`src/rtl/wss_pkg.sv`:
```
// Shared constants, register codes and types of the wildcard signature search unit.
package wss_pkg;

    localparam int MAX_PATTERN_DEF   = 32;
    localparam int OFFSET_BITS_DEF   = 32;

    localparam int PATTERN_BYTES     = 32;
    localparam int PATTERN_IDX_BITS  = 5;
    localparam int PATTERN_WORD_BITS = 64;
    localparam int LENGTH_BITS       = 6;
    localparam int CFG_INDEX_BITS    = 3;
    localparam int MATCH_OFFSET_BITS = 32;

    localparam logic [7:0] WILDCARD_BYTE = 8'h3F;

    typedef enum logic [CFG_INDEX_BITS-1:0] {
        CFG_PATTERN_WORD_0 = 3'd0,
        CFG_PATTERN_WORD_1 = 3'd1,
        CFG_PATTERN_WORD_2 = 3'd2,
        CFG_PATTERN_WORD_3 = 3'd3,
        CFG_PATTERN_LENGTH = 3'd4
    } t_cfg_index;

    typedef struct packed {
        logic                         found;
        logic [MATCH_OFFSET_BITS-1:0] match_offset;
    } t_result;

endpackage

```
`src/rtl/wss_if.sv`:
```
// Handshake interfaces for the data, result and configuration channels.
interface wss_in_if ();
    logic       valid;
    logic       ready;
    logic [7:0] data_byte;
    logic       last;

    modport source (output valid, data_byte, last, input ready);
    modport sink   (input valid, data_byte, last, output ready);
endinterface

interface wss_out_if import wss_pkg::*; ();
    logic                         valid;
    logic                         ready;
    logic                         found;
    logic [MATCH_OFFSET_BITS-1:0] match_offset;

    modport source (output valid, found, match_offset, input ready);
    modport sink   (input valid, found, match_offset, output ready);
endinterface

interface wss_cfg_if import wss_pkg::*; ();
    logic                         valid;
    logic                         ready;
    logic [CFG_INDEX_BITS-1:0]    index;
    logic [PATTERN_WORD_BITS-1:0] data;

    modport source (output valid, index, data, input ready);
    modport sink   (input valid, index, data, output ready);
endinterface

```
`src/rtl/wss_cell.sv`:
```
// One window cell: holds one data byte, passes it on and compares its incoming byte.
module wss_cell import wss_pkg::*; (
    input  logic       i_clk,
    input  logic       i_rst_n,
    input  logic       i_en,
    input  logic       i_clear,
    input  logic [7:0] i_byte,
    input  logic [7:0] i_pat,
    input  logic       i_care,
    output logic [7:0] o_byte,
    output logic       o_hit
);

    logic [7:0] r_byte;

    always_ff @(posedge i_clk) begin
        if (!i_rst_n) begin
            r_byte <= '0;
        end else if (i_en) begin
            r_byte <= i_clear ? 8'h00 : i_byte;
        end
    end

    assign o_byte = r_byte;
    assign o_hit  = !i_care || (i_pat == WILDCARD_BYTE) || (i_pat == i_byte);

endmodule

```
`src/rtl/wss_obuf.sv`:
```
// Result output register with a one-entry skid stage.
module wss_obuf import wss_pkg::*; (
    input  logic          i_clk,
    input  logic          i_rst_n,
    input  logic          i_push,
    input  t_result       i_result,
    output logic          o_space,
    wss_out_if.source     o_out
);

    logic    r_out_valid;
    t_result r_out;
    logic    r_skid_valid;
    t_result r_skid;
    logic    w_pop;

    assign w_pop = r_out_valid && o_out.ready;

    always_ff @(posedge i_clk) begin
        if (!i_rst_n) begin
            r_out_valid  <= 1'b0;
            r_skid_valid <= 1'b0;
        end else if (!r_out_valid || w_pop) begin
            if (r_skid_valid) begin
                r_out_valid  <= 1'b1;
                r_out        <= r_skid;
                r_skid_valid <= i_push;
                r_skid       <= i_result;
            end else begin
                r_out_valid <= i_push;
                r_out       <= i_result;
            end
        end else if (i_push) begin
            r_skid_valid <= 1'b1;
            r_skid       <= i_result;
        end
    end

    assign o_space            = !r_skid_valid;
    assign o_out.valid        = r_out_valid;
    assign o_out.found        = r_out.found;
    assign o_out.match_offset = r_out.match_offset;

endmodule

```
`src/rtl/wildcard_signature_search_unit.sv`:
```
// Top level of the wildcard signature search unit: a row of window cells and a result buffer.
//
// Data bytes arrive on i_data, one per transfer, with last marking the final byte of a block.
// Each block yields exactly one result on o_result: found set with the start offset of the
// first match, or found clear with offset 0 when the block ends without a match.
// The pattern (up to 32 bytes, 0x3F matching any byte) and its length are written on i_cfg
// while no block is in progress; the configuration channel is always ready.
// A byte is taken every cycle while i_data.ready is high. The window shifts one cell per
// transfer and all cells compare in the same cycle, so a result is registered in the cycle
// after the transfer of the byte that decides it, in the output register or the skid stage.
// The output register and a one-entry skid stage hold results while the receiver stalls;
// i_data.ready drops only when both are full.
// Reset clears the pattern to zeros, sets the length to one and clears the block state.
module wildcard_signature_search_unit import wss_pkg::*; #(
    parameter int MAX_PATTERN = MAX_PATTERN_DEF,
    parameter int OFFSET_BITS = OFFSET_BITS_DEF
) (
    input  logic       i_clk,
    input  logic       i_rst_n,
    wss_cfg_if.sink    i_cfg,
    wss_in_if.sink     i_data,
    wss_out_if.source  o_result
);

    localparam int LW  = $clog2(MAX_PATTERN + 1);
    localparam int LCW = (LW > LENGTH_BITS) ? LW : LENGTH_BITS;
    localparam int IW  = (LW > PATTERN_IDX_BITS) ? LW : PATTERN_IDX_BITS;
    localparam int WB  = (OFFSET_BITS > MATCH_OFFSET_BITS) ? OFFSET_BITS : MATCH_OFFSET_BITS;

    logic [PATTERN_BYTES*8-1:0] r_pattern;
    logic [LENGTH_BITS-1:0]     r_length;
    logic [OFFSET_BITS-1:0]     r_bytes_seen;
    logic                       r_match_reported;

    logic [LCW-1:0]         w_len_ext;
    logic [LW-1:0]          w_len;
    logic [OFFSET_BITS-1:0] w_start_gap;
    logic [OFFSET_BITS-1:0] w_diff;
    logic [WB-1:0]          w_diff_w;
    logic [7:0]             w_pat  [MAX_PATTERN];
    logic [MAX_PATTERN-1:0] w_care;
    logic [MAX_PATTERN-1:0] w_hit;
    logic [7:0]             w_win  [MAX_PATTERN-1];
    logic                   w_acc;
    logic                   w_pos_ok;
    logic                   w_found;
    logic                   w_push;
    logic                   w_space;
    t_result                w_result;

    assign i_cfg.ready = 1'b1;

    always_ff @(posedge i_clk) begin
        if (!i_rst_n) begin
            r_pattern <= '0;
            r_length  <= LENGTH_BITS'(1);
        end else if (i_cfg.valid && i_cfg.ready) begin
            case (i_cfg.index)
                CFG_PATTERN_WORD_0: r_pattern[0*PATTERN_WORD_BITS +: PATTERN_WORD_BITS] <= i_cfg.data;
                CFG_PATTERN_WORD_1: r_pattern[1*PATTERN_WORD_BITS +: PATTERN_WORD_BITS] <= i_cfg.data;
                CFG_PATTERN_WORD_2: r_pattern[2*PATTERN_WORD_BITS +: PATTERN_WORD_BITS] <= i_cfg.data;
                CFG_PATTERN_WORD_3: r_pattern[3*PATTERN_WORD_BITS +: PATTERN_WORD_BITS] <= i_cfg.data;
                CFG_PATTERN_LENGTH: r_length <= i_cfg.data[LENGTH_BITS-1:0];
                default: ;
            endcase
        end
    end

    always_comb begin
        w_len_ext = LCW'(r_length);
        if (w_len_ext == '0) begin
            w_len_ext = LCW'(1);
        end else if (w_len_ext > LCW'(MAX_PATTERN)) begin
            w_len_ext = LCW'(MAX_PATTERN);
        end
        w_len = w_len_ext[LW-1:0];
    end

    // Cell j takes in the byte j places back from the newest one and is matched
    // against pattern byte length-1-j; pattern bytes without a register are wildcards.
    always_comb begin
        logic [IW-1:0] v_idx;
        v_idx = '0;
        for (int j = 0; j < MAX_PATTERN; j++) begin
            w_care[j] = LW'(j) < w_len;
            v_idx     = IW'(w_len) - IW'(1) - IW'(j);
            if (w_care[j] && (int'(v_idx) < PATTERN_BYTES)) begin
                w_pat[j] = r_pattern[{v_idx[PATTERN_IDX_BITS-1:0], 3'b000} +: 8];
            end else begin
                w_pat[j] = WILDCARD_BYTE;
            end
        end
    end

    assign w_acc = i_data.valid && i_data.ready;

    genvar g;
    generate
        for (g = 0; g < MAX_PATTERN; g++) begin : g_cell
            logic [7:0] w_in;
            if (g == 0) begin : g_head
                assign w_in = i_data.data_byte;
            end else begin : g_link
                assign w_in = w_win[g-1];
            end
            if (g == MAX_PATTERN - 1) begin : g_tail
                wss_cell u_cell (
                    .i_clk   (i_clk),
                    .i_rst_n (i_rst_n),
                    .i_en    (w_acc),
                    .i_clear (i_data.last),
                    .i_byte  (w_in),
                    .i_pat   (w_pat[g]),
                    .i_care  (w_care[g]),
                    .o_byte  (),
                    .o_hit   (w_hit[g])
                );
            end else begin : g_body
                wss_cell u_cell (
                    .i_clk   (i_clk),
                    .i_rst_n (i_rst_n),
                    .i_en    (w_acc),
                    .i_clear (i_data.last),
                    .i_byte  (w_in),
                    .i_pat   (w_pat[g]),
                    .i_care  (w_care[g]),
                    .o_byte  (w_win[g]),
                    .o_hit   (w_hit[g])
                );
            end
        end
    endgenerate

    assign w_start_gap = OFFSET_BITS'(w_len - LW'(1));
    assign w_pos_ok    = r_bytes_seen >= w_start_gap;
    assign w_diff      = r_bytes_seen - w_start_gap;
    assign w_diff_w    = WB'(w_diff);
    assign w_found     = w_acc && !r_match_reported && w_pos_ok && (&w_hit);
    assign w_push      = w_found || (w_acc && i_data.last && !r_match_reported);

    assign w_result.found        = w_found;
    assign w_result.match_offset = w_found ? w_diff_w[MATCH_OFFSET_BITS-1:0] : '0;

    always_ff @(posedge i_clk) begin
        if (!i_rst_n) begin
            r_bytes_seen     <= '0;
            r_match_reported <= 1'b0;
        end else if (w_acc) begin
            if (i_data.last) begin
                r_bytes_seen     <= '0;
                r_match_reported <= 1'b0;
            end else begin
                if (r_bytes_seen != '1) begin
                    r_bytes_seen <= r_bytes_seen + OFFSET_BITS'(1);
                end
                if (w_found) begin
                    r_match_reported <= 1'b1;
                end
            end
        end
    end

    wss_obuf u_obuf (
        .i_clk    (i_clk),
        .i_rst_n  (i_rst_n),
        .i_push   (w_push),
        .i_result (w_result),
        .o_space  (w_space),
        .o_out    (o_result)
    );

    assign i_data.ready = w_space;

    a_stall_needs_result: assert property (@(posedge i_clk) disable iff (!i_rst_n)
        !i_data.ready |-> o_result.valid)
        else $error("Input stalled while no result is waiting.");

    a_block_clears: assert property (@(posedge i_clk) disable iff (!i_rst_n)
        w_acc && i_data.last |=> (r_bytes_seen == '0) && !r_match_reported)
        else $error("Block state not cleared after the last byte.");

    a_single_result: assert property (@(posedge i_clk) disable iff (!i_rst_n)
        r_match_reported && w_acc |-> !w_push)
        else $error("Second result produced within one block.");

    a_miss_offset_zero: assert property (@(posedge i_clk) disable iff (!i_rst_n)
        o_result.valid && !o_result.found |-> o_result.match_offset == '0)
        else $error("Result without a match carries a nonzero offset.");

endmodule
```
`src/flat_wrapper.sv`:
```
// flat-port wrapper written by rule: the top's interface ports become plain ports
module wildcard_signature_search_unit_flat import wss_pkg::*;
#(
    parameter int MAX_PATTERN = MAX_PATTERN_DEF,
    parameter int OFFSET_BITS = OFFSET_BITS_DEF
)
  (i_clk, i_rst_n, i_cfg_valid, i_cfg_index, i_cfg_data, i_cfg_ready, i_data_valid, i_data_data_byte, i_data_last, i_data_ready, o_result_valid, o_result_found, o_result_match_offset, o_result_ready);
  wss_cfg_if i_cfg_i ();
  wss_in_if i_data_i ();
  wss_out_if o_result_i ();
  input  logic i_clk;
  input  logic i_rst_n;
  input wire logic [$bits(i_cfg_i.valid)-1:0] i_cfg_valid;
  input wire logic [$bits(i_cfg_i.index)-1:0] i_cfg_index;
  input wire logic [$bits(i_cfg_i.data)-1:0] i_cfg_data;
  output wire logic [$bits(i_cfg_i.ready)-1:0] i_cfg_ready;
  input wire logic [$bits(i_data_i.valid)-1:0] i_data_valid;
  input wire logic [$bits(i_data_i.data_byte)-1:0] i_data_data_byte;
  input wire logic [$bits(i_data_i.last)-1:0] i_data_last;
  output wire logic [$bits(i_data_i.ready)-1:0] i_data_ready;
  output wire logic [$bits(o_result_i.valid)-1:0] o_result_valid;
  output wire logic [$bits(o_result_i.found)-1:0] o_result_found;
  output wire logic [$bits(o_result_i.match_offset)-1:0] o_result_match_offset;
  input wire logic [$bits(o_result_i.ready)-1:0] o_result_ready;
  assign i_cfg_i.valid = i_cfg_valid;
  assign i_cfg_i.index = i_cfg_index;
  assign i_cfg_i.data = i_cfg_data;
  assign i_cfg_ready = i_cfg_i.ready;
  assign i_data_i.valid = i_data_valid;
  assign i_data_i.data_byte = i_data_data_byte;
  assign i_data_i.last = i_data_last;
  assign i_data_ready = i_data_i.ready;
  assign o_result_valid = o_result_i.valid;
  assign o_result_found = o_result_i.found;
  assign o_result_match_offset = o_result_i.match_offset;
  assign o_result_i.ready = o_result_ready;
  wildcard_signature_search_unit #(.MAX_PATTERN(MAX_PATTERN), .OFFSET_BITS(OFFSET_BITS)) u_core (.i_clk(i_clk), .i_rst_n(i_rst_n), .i_cfg(i_cfg_i), .i_data(i_data_i), .o_result(o_result_i));
endmodule
```
`config.mk`:
```
export PLATFORM = sky130hd
export DESIGN_NAME = wildcard_signature_search_unit_flat
export DESIGN_NICKNAME = d
export VERILOG_FILES = /design/src/rtl/wss_pkg.sv /design/src/rtl/wss_if.sv /design/src/rtl/wss_cell.sv /design/src/rtl/wss_obuf.sv /design/src/rtl/wildcard_signature_search_unit.sv /design/src/flat_wrapper.sv
export SDC_FILE = /design/constraint.sdc
export NUM_CORES = 2
export LEC_CHECK = 0
export BUFFER_PORTS_ARGS = -buffer_cell sky130_fd_sc_hd__buf_2
export CAP_MARGIN = 20
export CELL_PAD_IN_SITES_DETAIL_PLACEMENT = 1
export CELL_PAD_IN_SITES_GLOBAL_PLACEMENT = 1
export CORE_ASPECT_RATIO = 1.1
export CORE_MARGIN = 2
export CORE_UTILIZATION = 45
export DETAILED_ROUTE_END_ITERATION = 8
export GPL_TIMING_DRIVEN = 0
export PLACE_DENSITY_LB_ADDON = 0.1
export SLEW_MARGIN = 20
export SYNTH_ARGS = -nofsm -noshare
export SYNTH_HDL_FRONTEND = slang
export SYNTH_HIERARCHICAL = 1
export SYNTH_SLANG_ARGS = --single-unit
```
`constraint.sdc`:
```
create_clock -name i_clk -period 12.2 [get_ports i_clk]
set_input_delay 2.44 -clock i_clk [delete_from_list [all_inputs] [get_ports i_clk]]
set_output_delay 2.44 -clock i_clk [all_outputs]
set_load 0.03 [all_outputs]
```
==> impl_metrics.sql <==
INSERT INTO impl_metrics (metric_group, metric, value, unit) VALUES
('clocking', 'post_cts_resized', '3', ''),
('grt', 'overflow', '0', ''),
('floorplanning', 'die_area', '112000', 'sq um'),
('drt', 'routed_wire_length_per_instance', '41.8', 'um'),
('timing', 'report.final.slew_viol_count', '0', ''),
('timing', 'fmax', '80.9', 'MHz'),
('grt', 'grt_util_all_layers', '0.546', ''),
('drt', 'number_of_vias_per_cell', '7.21', ''),
('pwr', 'clockPowerShare', '0.400', ''),
('logic_synthesis', 'postSynthAreaPerCell', '8.49', 'sq um'),
('pwr', 'share_of_total_power_in_combinational_logic', '0.207', ''),
('setup_path', 'critical_path.max_fanout', '20', ''),
('clocking', 'cts.path.max_buffers', '3', ''),
('floorplanning', 'top_level_ports', '117', ''),
('pwr', 'switching_share', '0.337', ''),
('drt', 'detailedRoute.firstIterationViolations', '7680', ''),
('drt', 'vias', '53966', ''),
('timing', 'grt_setup_unrepaired', 'false', ''),
('floorplanning', 'placeableCoreArea', '109000', 'sq um'),
('setup_path', 'worst_setup_path_start_kind', 'register', ''),
('floorplanning', 'die_h', '350', 'um'),
('setup_path', 'required', '12600', 'ps'),
('timing', 'timing.final.setup_violations', '20', ''),
('drt', 'route.final.wire_length', '312000', 'um'),
('layout', 'area_growth_syn_to_layout', '10.4', '%'),
('setup_path', 'worst-setup-path-type', 'register to register', ''),
('layout', 'postLayoutCoreUtil', '0.499', ''),
('timing', 'tightest_slew', '1360', 'ps'),
('timing', 'final_critical_path_setup_slack', '-158', 'ps'),
('floorplanning', 'starting_utilization_of_the_core_area', '0.452', ''),
('grt', 'antenna_found_initial', '14', ''),
('drt', 'antenna_violating_nets_post_route', '0', ''),
('pwr', 'leakage', '19.1', 'nW'),
('clocking', 'cts_tree', 'yes', ''),
('setup_path', 'cp-end-kind', 'register', ''),
('placement', 'hpwl_reported_at_the_end_of_detailed_placement', '247000', 'um'),
('grt', 'via_count_of_the_first_global_routing_pass', '52659', ''),
('timing', 'fin_crit_sh', '1.01', ''),
('drt', 'drc_errors', '0', ''),
('clocking', 'tritoncts.num_buffers', '70', ''),
('run_status', 'violated_checks', 'negative setup slack', ''),
('timing', 'timing.max_slew.rel_slack', '0.0649', ''),
('layout', 'design.final.nets', '6122', ''),
('pwr', 'p_seq_frac', '0.393', ''),
('clocking', 'h-tree-depth', '3', ''),
('setup_path', 'worst-endpoint-arrival', '12760', 'ps'),
('clocking', 'clock_latency', '710', 'ps'),
('run_status', 'outcome', 'finished, violations left', ''),
('grt', 'first_pass_grt_wire_length', '426000', 'um'),
('pwr', 'power.net_switching', '1.81', 'mW'),
('clocking', 'root_buffer', 'sky130_fd_sc_hd__clkbuf_16', ''),
('grt', 'grt_max_degree', '171', ''),
('logic_synthesis', 'syn-instance-count', '5781', ''),
('layout', 'stdcell_area', '54200', 'sq um'),
('clocking', 'postCtsHoldBufs', '0', ''),
('pwr', 'vdd.ir_drop.worst', '0.116', 'mV'),
('timing', 'finalHoldWorstSlack', '509', 'ps'),
('timing', 'finalClockSkew', '36.2', 'ps'),
('layout', 'final-instance-count-excl-fill', '7482', ''),
('logic_synthesis', 'synth_fp_nets', '5915', ''),
('placement', 'place_congestion', '1.20', ''),
('clocking', 'tritoncts_num_sinks', '611', ''),
('job', 'max_cap_violations', '0', ''),
('placement', 'detailed_place.area', '51700', 'sq um'),
('layout', 'filler_cell_count', '12833', ''),
('pwr', 'intPower', '3.56', 'mW'),
('floorplanning', 'row_count', '127', ''),
('logic_synthesis', 'synthesis.area', '49100', 'sq um'),
('floorplanning', 'die_w', '319', 'um'),
('pwr', 'powerDensity', '99.2', 'nW/um^2'),
('placement', 'dp_worst_setup_slack', '-1000', 'ps'),
('placement', 'placed_cells', '7334', ''),
('clocking', 'post-cts-setup-buffer-count', '0', ''),
('placement', 'buffer_ports.inserted', '115', ''),
('timing', 'total_neg_setup_slack', '-2860', 'ps'),
('worst_hold_path', 'holdCritPathClass', 'register to register', ''),
('drt', 'drt_first_pass_iters', '6', ''),
('clocking', 'cts.clk_slew.worst_paths', '60', 'ps'),
('layout', 'final_layout_size_suffix_gt1_frac', '0.143', ''),
('timing', 'fin_crit', '12360', 'ps'),
('pwr', 'total_chip_power', '5.37', 'mW'),
('logic_synthesis', 'yosysWarnings', '6', ''),
('timing', 'finalHoldViolations', '0', '');
==> path summary, 6_finish.rpt <==
| path | from | to | slack, ps | cells past startpoint |
|---|---|---|---|---|
| max | u_core/r_length[2] | u_core/u_obuf/r_skid[32] | -160 | 27 |
| min | u_core/r_match_reported | u_core/r_match_reported | 510 | 2 |
| max reg2reg | u_core/r_length[2] | u_core/u_obuf/r_skid[32] | -160 | 27 |
| min reg2reg | u_core/r_match_reported | u_core/r_match_reported | 510 | 2 |
==> layout by cell type (no fill, tap or decap), drive strengths merged, types with 60 or more instances in the layout <==
master,instances
nand3,60
nor3,161
dfxtp,545
nor2,237
nand4,128
mux4,232
nand2,965
xnor2,295
clkbuf,306
o211ai,60
o21ai,134
mux2i,345
a21boi,268
edfxtp,66
buf,316
nor2b,494
o22ai,109
inv,110
a21oi,358
==> critical path, stage by stage, from the launching register on <==
cell and delay [ps]:
sky130_fd_sc_hd__dfxtp_1 390, sky130_fd_sc_hd__nor4_4 640, sky130_fd_sc_hd__o21ai_1 130, sky130_fd_sc_hd__buf_4 220
sky130_fd_sc_hd__buf_6 220, sky130_fd_sc_hd__buf_6 220, sky130_fd_sc_hd__clkbuf_2 450, sky130_fd_sc_hd__ha_1 900
sky130_fd_sc_hd__buf_2 360, sky130_fd_sc_hd__clkbuf_1 640, sky130_fd_sc_hd__buf_2 520, sky130_fd_sc_hd__buf_1 840
sky130_fd_sc_hd__mux2i_1 270, sky130_fd_sc_hd__a21oi_1 90, sky130_fd_sc_hd__nand3_1 460, sky130_fd_sc_hd__o21ai_0 140
sky130_fd_sc_hd__o21ai_0 910, sky130_fd_sc_hd__o22ai_1 440, sky130_fd_sc_hd__or4_4 630, sky130_fd_sc_hd__o211ai_2 130
sky130_fd_sc_hd__nand4_1 420, sky130_fd_sc_hd__nor4_4 630, sky130_fd_sc_hd__o2111ai_2 560, sky130_fd_sc_hd__buf_2 420
sky130_fd_sc_hd__o31ai_1 200, sky130_fd_sc_hd__nand2_1 250, sky130_fd_sc_hd__a21boi_4 590, sky130_fd_sc_hd__buf_16 250
==> power groups by stage <==
| stage | Combinational, mW | Clock, mW | Sequential, mW |
|---|---|---|---|
| global route | 1.12 | 2.22 | 2.11 |
| CTS | 1.04 | 2.16 | 2.10 |
| finish | 1.11 | 2.15 | 2.11 |
| global placement | 0.999 | 0 | 2.15 |
| detailed placement | 1.03 | 0 | 2.15 |
| floorplan | 0.584 | 0 | 2.13 |
==> area by class of cell <==
class / count / area, sq um / area share
diodes: 19 / 47.5 / 0.000878
multi-input cells: 4671 / 34100 / 0.630
plain buffers: 392 / 1890 / 0.0348
inverters: 106 / 400 / 0.00739
clock buffers: 94 / 1930 / 0.0357
well taps: 1419 / 1780 / 0.0328
repair buffers: 136 / 798 / 0.0147
clock inverters: 34 / 333 / 0.00614
flip-flops and latches: 611 / 12900 / 0.238
==> registers in the layout, indices dropped and copies added, names as in the netlist <==
| name | flops |
|---|---|
| u_core/r_length | 6 |
| u_core/u_obuf/o_out.match_offset | 32 |
| u_core/u_obuf/o_out.found | 1 |
| u_core/r_match_reported | 1 |
| u_core/g_cell.g_body.u_cell/o_byte | 248 |
| u_core/u_obuf/o_out.valid | 1 |
| u_core/u_obuf/r_skid | 33 |
| u_core/u_obuf/r_skid_valid | 1 |
| u_core/r_bytes_seen | 32 |
| u_core/r_pattern | 256 |
==> layer usage <==
metal / part of all wire / vias up / global-route usage
met5: 0.00051 / - / 0.0107
met4: 0.13 / 10 / 0.557
met3: 0.12 / 1482 / 0.184
met2: 0.41 / 4161 / 0.805
met1: 0.34 / 26769 / 0.603
li1: - / 21544 / -
No activity file was read; power rests on OpenSTA's default activity.
